`config.mk`:
```
export PLATFORM = sky130hd
export DESIGN_NAME = utf16_to_utf8_encoder
export DESIGN_NICKNAME = d
export VERILOG_FILES = /design/src/design/u16u8_pkg.sv /design/src/design/utf16_to_utf8_encoder.sv /design/src/design/u16u8_front.sv /design/src/design/u16u8_queue.sv /design/src/design/u16u8_back.sv
export SDC_FILE = /design/constraint.sdc
export NUM_CORES = 1
export LEC_CHECK = 0
export BUFFER_PORTS_ARGS = -buffer_cell sky130_fd_sc_hd__buf_2
export CAP_MARGIN = 10
export CORE_UTILIZATION = 59
export CTS_CLUSTER_DIAMETER = 100
export DETAILED_ROUTE_END_ITERATION = 6
export GPL_TIMING_DRIVEN = 1
export PLACE_DENSITY = 0.79
export SETUP_SLACK_MARGIN = 0.15
export SLEW_MARGIN = 20
export SYNTH_ARGS = -nofsm -noshare
export SYNTH_HDL_FRONTEND = slang
export SYNTH_SLANG_ARGS = --single-unit
```
`constraint.sdc`:
```
create_clock -name clk -period 3.96 [get_ports clk]
set_input_delay 0.792 -clock clk [delete_from_list [all_inputs] [get_ports clk]]
set_output_delay 0.792 -clock clk [all_outputs]
set_load 0.005 [all_outputs]
```
`src/design/u16u8_pkg.sv`:
```
// Shared types and constants for the UTF-16 to UTF-8 encoder.
package u16u8_pkg;

  localparam int unsigned QDEPTH = 2;
  localparam int unsigned QPTR_W = (QDEPTH > 1) ? $clog2(QDEPTH) : 1;
  localparam int unsigned QCNT_W = $clog2(QDEPTH + 1);

  localparam logic [15:0] HI_SURR_FIRST = 16'hD800;
  localparam logic [15:0] HI_SURR_LAST  = 16'hDBFF;
  localparam logic [15:0] LO_SURR_FIRST = 16'hDC00;
  localparam logic [15:0] LO_SURR_LAST  = 16'hDFFF;
  localparam logic [15:0] ONE_BYTE_LIM  = 16'h0080;
  localparam logic [15:0] TWO_BYTE_LIM  = 16'h0800;
  localparam logic [20:0] SUPP_BASE     = 21'h10000;

  localparam logic [7:0] LEAD4 = 8'hF0;
  localparam logic [7:0] LEAD3 = 8'hE0;
  localparam logic [7:0] LEAD2 = 8'hC0;
  localparam logic [7:0] CONT  = 8'h80;

  // one encoded code unit: bytes in send order, byte count minus one
  typedef struct packed {
    logic [3:0][7:0] bytes;
    logic [1:0]      cnt_m1;
  } seq_t;

endpackage

```
`src/design/utf16_to_utf8_encoder.sv`:
```
// Top level of the UTF-16 to UTF-8 encoder.
// Takes one 16-bit UTF-16 code unit per input beat and returns its UTF-8 encoding one byte per
// output beat, with out_last_byte on the final byte of each unit. A high surrogate is held and
// yields no bytes; a following low surrogate completes a 4-byte sequence. Other units give 1 to
// 3 bytes; in_last_of_message drops any held high surrogate after the unit. Bytes leave at one per
// cycle while the receiver pops, so the single-byte output register bounds throughput. A two-entry
// sequence queue between the front end and the byte serializer absorbs output stalls, so new units
// are accepted while earlier bytes drain until it is full; a unit's bytes pass through a queue entry
// and then the registered output byte.
module utf16_to_utf8_encoder import u16u8_pkg::*; (
  input  logic        clk,
  input  logic        rst_n,
  input  logic        push,
  output logic        full,
  input  logic [15:0] in_code_unit,
  input  logic        in_last_of_message,
  output logic        empty,
  input  logic        pop,
  output logic [7:0]  out_utf8_byte,
  output logic        out_last_byte
);

  logic q_push, q_full, q_pop, q_empty;
  seq_t q_data, q_head;

  assign full = q_full;

  u16u8_front u_front (
    .clk                (clk),
    .rst_n              (rst_n),
    .in_push            (push),
    .in_code_unit       (in_code_unit),
    .in_last_of_message (in_last_of_message),
    .q_full             (q_full),
    .q_push             (q_push),
    .q_data             (q_data)
  );

  u16u8_queue u_queue (
    .clk       (clk),
    .rst_n     (rst_n),
    .push      (q_push),
    .push_data (q_data),
    .full      (q_full),
    .pop       (q_pop),
    .empty     (q_empty),
    .head      (q_head)
  );

  u16u8_back u_back (
    .clk           (clk),
    .rst_n         (rst_n),
    .q_empty       (q_empty),
    .q_head        (q_head),
    .q_pop         (q_pop),
    .out_empty     (empty),
    .out_pop       (pop),
    .out_utf8_byte (out_utf8_byte),
    .out_last_byte (out_last_byte)
  );

endmodule

```
`src/design/u16u8_front.sv`:
```
// Front end: accepts code units, tracks the pending high surrogate, builds byte sequences.
module u16u8_front import u16u8_pkg::*; (
  input  logic        clk,
  input  logic        rst_n,
  input  logic        in_push,
  input  logic [15:0] in_code_unit,
  input  logic        in_last_of_message,
  input  logic        q_full,
  output logic        q_push,
  output seq_t        q_data
);

  logic [9:0] pend_high_r, pend_high_nxt;
  logic       pend_valid_r, pend_valid_nxt;
  logic       accept, is_high, is_low, pair;
  logic [20:0] cp;

  assign accept  = in_push && !q_full;
  assign is_high = (in_code_unit >= HI_SURR_FIRST) && (in_code_unit <= HI_SURR_LAST);
  assign is_low  = (in_code_unit >= LO_SURR_FIRST) && (in_code_unit <= LO_SURR_LAST);
  assign pair    = is_low && pend_valid_r;
  assign cp      = SUPP_BASE + {1'b0, pend_high_r, in_code_unit[9:0]};
  assign q_push  = accept && !is_high;

  always_comb begin
    q_data = '0;
    if (pair) begin
      q_data.bytes[0] = LEAD4 | {5'd0, cp[20:18]};
      q_data.bytes[1] = CONT | {2'd0, cp[17:12]};
      q_data.bytes[2] = CONT | {2'd0, cp[11:6]};
      q_data.bytes[3] = CONT | {2'd0, cp[5:0]};
      q_data.cnt_m1   = 2'd3;
    end else if (in_code_unit < ONE_BYTE_LIM) begin
      q_data.bytes[0] = in_code_unit[7:0];
      q_data.cnt_m1   = 2'd0;
    end else if (in_code_unit < TWO_BYTE_LIM) begin
      q_data.bytes[0] = LEAD2 | {3'd0, in_code_unit[10:6]};
      q_data.bytes[1] = CONT | {2'd0, in_code_unit[5:0]};
      q_data.cnt_m1   = 2'd1;
    end else begin
      q_data.bytes[0] = LEAD3 | {4'd0, in_code_unit[15:12]};
      q_data.bytes[1] = CONT | {2'd0, in_code_unit[11:6]};
      q_data.bytes[2] = CONT | {2'd0, in_code_unit[5:0]};
      q_data.cnt_m1   = 2'd2;
    end
  end

  always_comb begin
    pend_high_nxt  = pend_high_r;
    pend_valid_nxt = pend_valid_r;
    if (accept) begin
      if (is_high) begin
        pend_high_nxt  = in_code_unit[9:0];
        pend_valid_nxt = 1'b1;
      end else if (pair) begin
        pend_high_nxt  = '0;
        pend_valid_nxt = 1'b0;
      end
      if (in_last_of_message) begin
        pend_high_nxt  = '0;
        pend_valid_nxt = 1'b0;
      end
    end
  end

  always_ff @(posedge clk) begin
    if (!rst_n) begin
      pend_high_r  <= '0;
      pend_valid_r <= 1'b0;
    end else begin
      pend_high_r  <= pend_high_nxt;
      pend_valid_r <= pend_valid_nxt;
    end
  end

  a_high_stored: assert property (@(posedge clk) disable iff (!rst_n)
    accept && is_high && !in_last_of_message |=> pend_valid_r)
    else $error("high surrogate not stored");

  a_last_clears: assert property (@(posedge clk) disable iff (!rst_n)
    accept && in_last_of_message |=> !pend_valid_r)
    else $error("pending surrogate survived end of message");

  a_pair_is_four: assert property (@(posedge clk) disable iff (!rst_n)
    q_push && pair |-> q_data.cnt_m1 == 2'd3)
    else $error("surrogate pair not encoded as four bytes");

endmodule

```
`src/design/u16u8_queue.sv`:
```
// Short queue of encoded sequences between front and back ends.
module u16u8_queue import u16u8_pkg::*; (
  input  logic clk,
  input  logic rst_n,
  input  logic push,
  input  seq_t push_data,
  output logic full,
  input  logic pop,
  output logic empty,
  output seq_t head
);

  seq_t              mem_r [QDEPTH];
  logic [QPTR_W-1:0] wr_ptr_r, wr_ptr_nxt, rd_ptr_r, rd_ptr_nxt;
  logic [QCNT_W-1:0] cnt_r, cnt_nxt;
  logic              do_push, do_pop;

  assign full    = (cnt_r == QCNT_W'(QDEPTH));
  assign empty   = (cnt_r == '0);
  assign do_push = push && !full;
  assign do_pop  = pop && !empty;
  assign head    = mem_r[rd_ptr_r];

  always_comb begin
    wr_ptr_nxt = wr_ptr_r;
    rd_ptr_nxt = rd_ptr_r;
    cnt_nxt    = cnt_r;
    if (do_push) begin
      wr_ptr_nxt = (wr_ptr_r == QPTR_W'(QDEPTH - 1)) ? '0 : wr_ptr_r + 1'b1;
    end
    if (do_pop) begin
      rd_ptr_nxt = (rd_ptr_r == QPTR_W'(QDEPTH - 1)) ? '0 : rd_ptr_r + 1'b1;
    end
    if (do_push && !do_pop) begin
      cnt_nxt = cnt_r + 1'b1;
    end else if (do_pop && !do_push) begin
      cnt_nxt = cnt_r - 1'b1;
    end
  end

  always_ff @(posedge clk) begin
    if (!rst_n) begin
      wr_ptr_r <= '0;
      rd_ptr_r <= '0;
      cnt_r    <= '0;
    end else begin
      wr_ptr_r <= wr_ptr_nxt;
      rd_ptr_r <= rd_ptr_nxt;
      cnt_r    <= cnt_nxt;
    end
  end

  always_ff @(posedge clk) begin
    if (do_push) begin
      mem_r[wr_ptr_r] <= push_data;
    end
  end

  a_cnt_bound: assert property (@(posedge clk) disable iff (!rst_n)
    cnt_r <= QCNT_W'(QDEPTH))
    else $error("queue count overflow");

  a_push_fills: assert property (@(posedge clk) disable iff (!rst_n)
    do_push && !do_pop |=> !empty)
    else $error("queue empty after push");

  a_ptr_gap: assert property (@(posedge clk) disable iff (!rst_n)
    (empty || full) |-> wr_ptr_r == rd_ptr_r)
    else $error("queue pointers inconsistent with count");

endmodule

```
`src/design/u16u8_back.sv`:
```
// Back end: serializes queued sequences into a registered one-byte output.
module u16u8_back import u16u8_pkg::*; (
  input  logic       clk,
  input  logic       rst_n,
  input  logic       q_empty,
  input  seq_t       q_head,
  output logic       q_pop,
  output logic       out_empty,
  input  logic       out_pop,
  output logic [7:0] out_utf8_byte,
  output logic       out_last_byte
);

  logic [1:0] idx_r, idx_nxt;
  logic       vld_r, vld_nxt;
  logic [7:0] byte_r;
  logic       last_r;
  logic       load, at_end;

  assign at_end = (idx_r == q_head.cnt_m1);
  assign load   = !q_empty && (!vld_r || out_pop);
  assign q_pop  = load && at_end;

  always_comb begin
    idx_nxt = idx_r;
    vld_nxt = vld_r;
    if (load) begin
      vld_nxt = 1'b1;
      idx_nxt = at_end ? 2'd0 : idx_r + 2'd1;
    end else if (out_pop) begin
      vld_nxt = 1'b0;
    end
  end

  always_ff @(posedge clk) begin
    if (!rst_n) begin
      idx_r <= '0;
      vld_r <= 1'b0;
    end else begin
      idx_r <= idx_nxt;
      vld_r <= vld_nxt;
    end
  end

  always_ff @(posedge clk) begin
    if (load) begin
      byte_r <= q_head.bytes[idx_r];
      last_r <= at_end;
    end
  end

  assign out_empty     = !vld_r;
  assign out_utf8_byte = byte_r;
  assign out_last_byte = last_r;

  a_load_shows: assert property (@(posedge clk) disable iff (!rst_n)
    load |=> !out_empty)
    else $error("loaded beat not presented");

  a_idx_reset_on_pop: assert property (@(posedge clk) disable iff (!rst_n)
    q_pop |=> idx_r == 2'd0)
    else $error("byte index not rewound after sequence");

  a_idx_range: assert property (@(posedge clk) disable iff (!rst_n)
    !q_empty |-> idx_r <= q_head.cnt_m1)
    else $error("byte index past sequence end");

endmodule

```
# == Word-level counts from Yosys, hierarchy flattened ==
# Memories as Yosys holds them, arrays and structs flattened. A register that Yosys moved wholly into a read port is not among the register bits.
# Cells that the tools add are included.
# classes
n_addsub,6
multipliers,0
n_div,0
order_cmp,7
n_eq_ne,2
n_shift,0
muxes,25
n_bitwise,0
reduce_logical,23
# op_table
cell,n
$mux 10,4
$ge 16x16->1 const B,2
$le 16x16->1 const B,2
$mux 16,2
$mux 26,1
$mux 8,3
$add 17x20->21 const A,1
$bmux 8 s2,1
$lt 16x12->1 const B,1
$lt 16x8->1 const B,1
$logic_and 1x1->1,11
$mux 1,11
$logic_not 1->1,6
$mux 2,3
$add 2x1->2 const B,2
$reduce_bool 2->1,2
$lt 2x3->1 const B,1
$reduce_bool 3->1,1
$add 1x1->1 const B,2
$eq 2x2->1,1
$eq 2x2->1 const B,1
$logic_not 2->1,1
$reduce_and 2->1,1
$sub 2x1->2 const B,1
$logic_or 1x1->1,1
# totals
reg_bits,27
latch_bits,0
ramBits,68
mem_bits_ro,0
in_bits,21
wordCells,73
memories,1
# mem_list
name,depth,word_bits,rd,rd_ports_with_merged_regs,write_ports,line_no,source
u_queue.mem_r,2,34,1,1,1,u16u8_queue.sv:13,seq_t mem_r [QDEPTH];

# == Logic depth before layout (Yosys ltp) ==
# depth
depth_word,9
mapped_depth,9
mapped_depth_nobuf,8

# == Modules after synthesis ==
# From an unflattened synthesis, not the netlist that was laid out.
# hier_totals
hier_cells,317
area_unflattened_um2,4386.7
# modules_own_cells
module,n_inst,cells_each,area_per_inst_um2,seq_area_each_um2
u16u8_queue,1,131,2686.3,2142.1
u16u8_front,1,143,1021.0,220.2
u16u8_back,1,43,679.4,330.3

# == Worst setup path before layout ==
# OpenSTA, ideal clock, no wires.
# synth_timing
path_type,input port to flip-flop
from,in in_code_unit[13]
to,mem u_queue.mem_r[0][0] (netlist bit) (enable)
arrival_ps,2666
required_time_ps,3543
setup_slack_ps,877
stages,3
path_buffers,1
cell_sequence,clkbuf_1 -> o311ai_0 -> nor2_1
# synth_via
elab_chain_cells,7
word_cells_on_any_way,8
classes_between,2 x order compare; 2 x mux; 4 x reduce/logical
# synth_rtl
item,line_no,source
"start, declared",utf16_to_utf8_encoder.sv:15,"input logic [15:0] in_code_unit,"
$ge 16x16->1 / $le 16x16->1 (equally long branches),u16u8_front.sv:19,assign is_high = (in_code_unit >= HI_SURR_FIRST) && (in_code_unit <= HI_SURR_LAST);
$logic_and 1x1->1 *,u16u8_front.sv:19,
$logic_not 1->1 *,u16u8_front.sv:23,assign q_push = accept && !is_high;
$logic_and 1x1->1 *,u16u8_front.sv:23,
$logic_and 1x1->1 *,u16u8_queue.sv:20,assign do_push = push && !full;
$mux 1 *,u16u8_queue.sv:54,if (do_push) begin
$mux 1 (implied by the code) *,u16u8_queue.sv:55,mem_r[wr_ptr_r] <= push_data;
"end, declared",u16u8_queue.sv:13,
# Every way passes the cells marked *; elsewhere a longest branch is shown, timed or not.

==> results.yml <==
setup_path:
  crit_type: "flop to flop"
  required_ns: 4.23
  worstPathMaxFanout: 12
  start_kind: "flop"
  worst-endpoint-arrival_ns: 2.97
  cp-end-kind: "flop"
timing:
  relSlewSlack_pct: 30.70
  finalHoldViolCount: 0
  fin_setup_tns_ns: 0
  setup_viol: 0
  worst-slew-pin-transition_ns: 1.035
  hold_slack_ns: 0.4891
  drv_slew: 0
  skew_ns: 0.009295
  fmax_mhz: 370.4
  fin_ws_ns: 1.260
  finalCritPeriodShare_pct: 68.17
  rsz0062_at_grt: "false"
  period_minus_slack_ns: 2.700
routing:
  wl_per_cell_microns: 19.02
  vias: 2410
  ant_nets: 0
  firstDrtPassIters: 5
  routed_wl_mm: 7.379
  via_per_inst: 6.211
  drt_iter0_drc: 266
  drc: 0
grt:
  grt_max_degree: 37
  met1_usage_pct: 32.96
  grt_pass1_wl_mm: 11.58
  antenna_found_initial: 0
  grt-ovfl-total: 0
  grt_pass1_vias: 2294
  met2_usage_pct: 38.18
  busiest_layer: "met2"
  use_met3_pct: 5.165
  grt_usage_pct: 24.51
die:
  core_area_sq_mm: 0.006096
  row_count: 28
  die_y_microns: 82.47
  start_util_pct: 62.66
  dieArea_sq_mm: 0.006800
  die_x_microns: 82.47
  io_pins: 32
synth:
  synth-async-reset-ratio_pct: 0
  synth_top_area_cell: "edfxtp_1"
  seq_area_frac_synth_pct: 64.20
  ys_ff_latch: 88
  synth_area_sq_mm: 0.003820
  syn_area_per_cell_sq_um: 14.04
  synth_area_leaders: "edfxtp_1 54%, dfxtp_1 10%, mux4_2 5.3%"
  synth_ff_type: "edfxtp_1"
  synthCells: 272
  yosysUniqueCellTypes: 44
  synth_fp_nets: 295
  synth_edf_count: 69
  yosys_warnings: 0
  synth_top_cell_area_share_pct: 54.24
clock_tree:
  cts_tree: "built"
  cts.sinks: 88
  cts_root_buf: "clkbuf_8"
  clock_path_buffers: 2
  holdBufCountCts: 0
  htreeDepth: 3
  cts_setup_buffers: 0
  clk_pin_slew_ns: 0.08
  clock_latency_ns: 0.34
  numCtsBuffers: 9
  post_cts.resized_instances: 0
status:
  status: "complete, no violations"
place:
  port_buffers: 31
  placed_cell_area_sq_mm: 0.004061
  dp_hpwl_mm: 4.920
  place.gp.congestion: 0.8592
  place_ws_ns: 0.9534
layout:
  areaGrowthSynthToFinish_pct: 12.12
  drive_gt1_share_pct: 25.56
  n_fill_cell: 421
  final_cell_area_sq_mm: 0.004283
  antenna_cells: 0
  nNetsFinal: 331
pwr:
  power-per-cell-area_mw_per_mm2: 577.9
  irDropWorstVdd_mv: 0.3851
  leakagePower_uw: 0.001486
  totalPowerFinal_uw: 2475
min_path:
  hold_path.class: "flop to flop"
job:
  drv_cap: 0
## power by group
group	leakage (uW)	switching [uW]	total [uW]	internal, uW
registers	0.000781	69.6	1270	1200
logic	0.000597	293	530	238
clock network	0.000107	303	678	376
total	0.00149	665	2470	1810
## flip-flops by register name, indices dropped and copies added, names as in the netlist, named ones only
register	flops
u_queue.wr_ptr_r	1
u_queue.mem_r	60
u_queue.cnt_r	2
u_queue.rd_ptr_r	1
u_back.out_last_byte	1
u_back.idx_r	2
u_front.pend_valid_r	1
u_back.out_utf8_byte	8
u_back.vld_r	1
u_front.pend_high_r	10
## final cells by class
type | instances | area, sq um | share of cell area, %
sequential | 88 | 2452 | 57.26
multi-input combinational | 160 | 1262 | 29.48
clock buffer | 12 | 145.1 | 3.389
tap | 75 | 93.84 | 2.191
timing repair buffer | 39 | 215.2 | 5.025
inverter | 10 | 37.54 | 0.8764
clock inverter | 4 | 76.32 | 1.782
## cell families (layout without fill, tap and decap cells)
family,count (synthesis),in the layout,synth area share [%]
AO/OA/AOI/OAI,49,49,8.222
AND/OR/NAND/NOR,77,77,10.71
XOR/XNOR,7,7,1.605
adder cells (fa/ha/maj),2,2,0.6550
multiplexers,25,25,11.79
flip-flops,88,88,64.20
buffers and inverters,24,65,2.817
## routing by layer
layer | vias up | routed length, microns | share of wire, %
met5 | - | 0 | 0
met4 | 0 | 121 | 1.6
met3 | 14 | 498 | 6.7
met2 | 114 | 3605 | 49
met1 | 1174 | 3153 | 43
li1 | 1108 | - | -
## synth_stat cells, types with 2 or more instances
cell      count
edfxtp_1     69
nand2_1      25
dfxtp_1      19
o21ai_0      14
a21oi_1      13
nor2_1       13
a22o_1       10
inv_1         9
mux4_2        9
mux2_2        8
and2_1        7
clkbuf_1      7
buf_2         5
nor3_1        5
nor4b_1       5
or2_2         5
mux4_1        4
o31ai_1       4
xor2_1        4
mux2i_1       3
nor2b_1       3
xnor2_1       3
a31oi_1       2
ha_1          2
nand2b_1      2
nand4_1       2
nor4_1        2
or4_4         2
## metrics by stage
| step | std cells | utilization [%] |
|---|---|---|
| finish | 388 | 70.26 |
| global route | 388 | 70.26 |
| CTS | 388 | 70.26 |
| detailed placement | 372 | 66.63 |
| global placement | 372 | 66.63 |
| floorplan | 272 | - |
## worst paths after layout
check                            start              endpoint  slack, ns  depth (start not counted)
setup reg to reg                  flop      u_queue.cnt_r[1]       1.26                          8
hold / removal    u_front.pend_valid_r  u_front.pend_valid_r       0.49                          1
hold reg to reg   u_front.pend_valid_r  u_front.pend_valid_r       0.49                          1
setup / recovery                  flop      u_queue.cnt_r[1]       1.26                          8
## placed cells by master, fill, tap and decap left out, types with 7 or more instances in the layout
cell,count
a21oi_1,13
a22o_1,10
and2_1,7
buf_2,31
buf_4,8
clkbuf_8,10
dfxtp_1,19
edfxtp_1,69
inv_1,9
mux2_2,8
mux4_2,9
nand2_1,25
nor2_1,12
o21ai_0,14
## worst max-delay path, stage by stage (launching register included)
cell and delay, ns:
dfxtp_1 0.54, buf_4 0.34, mux2i_4 0.35, xnor2_1 0.16, nor2_1 0.22, nand2_1 0.12, ha_1 0.36, or3_1 0.37
a21oi_1 0.16
Note: power is estimated with default switching activity, not from simulation.
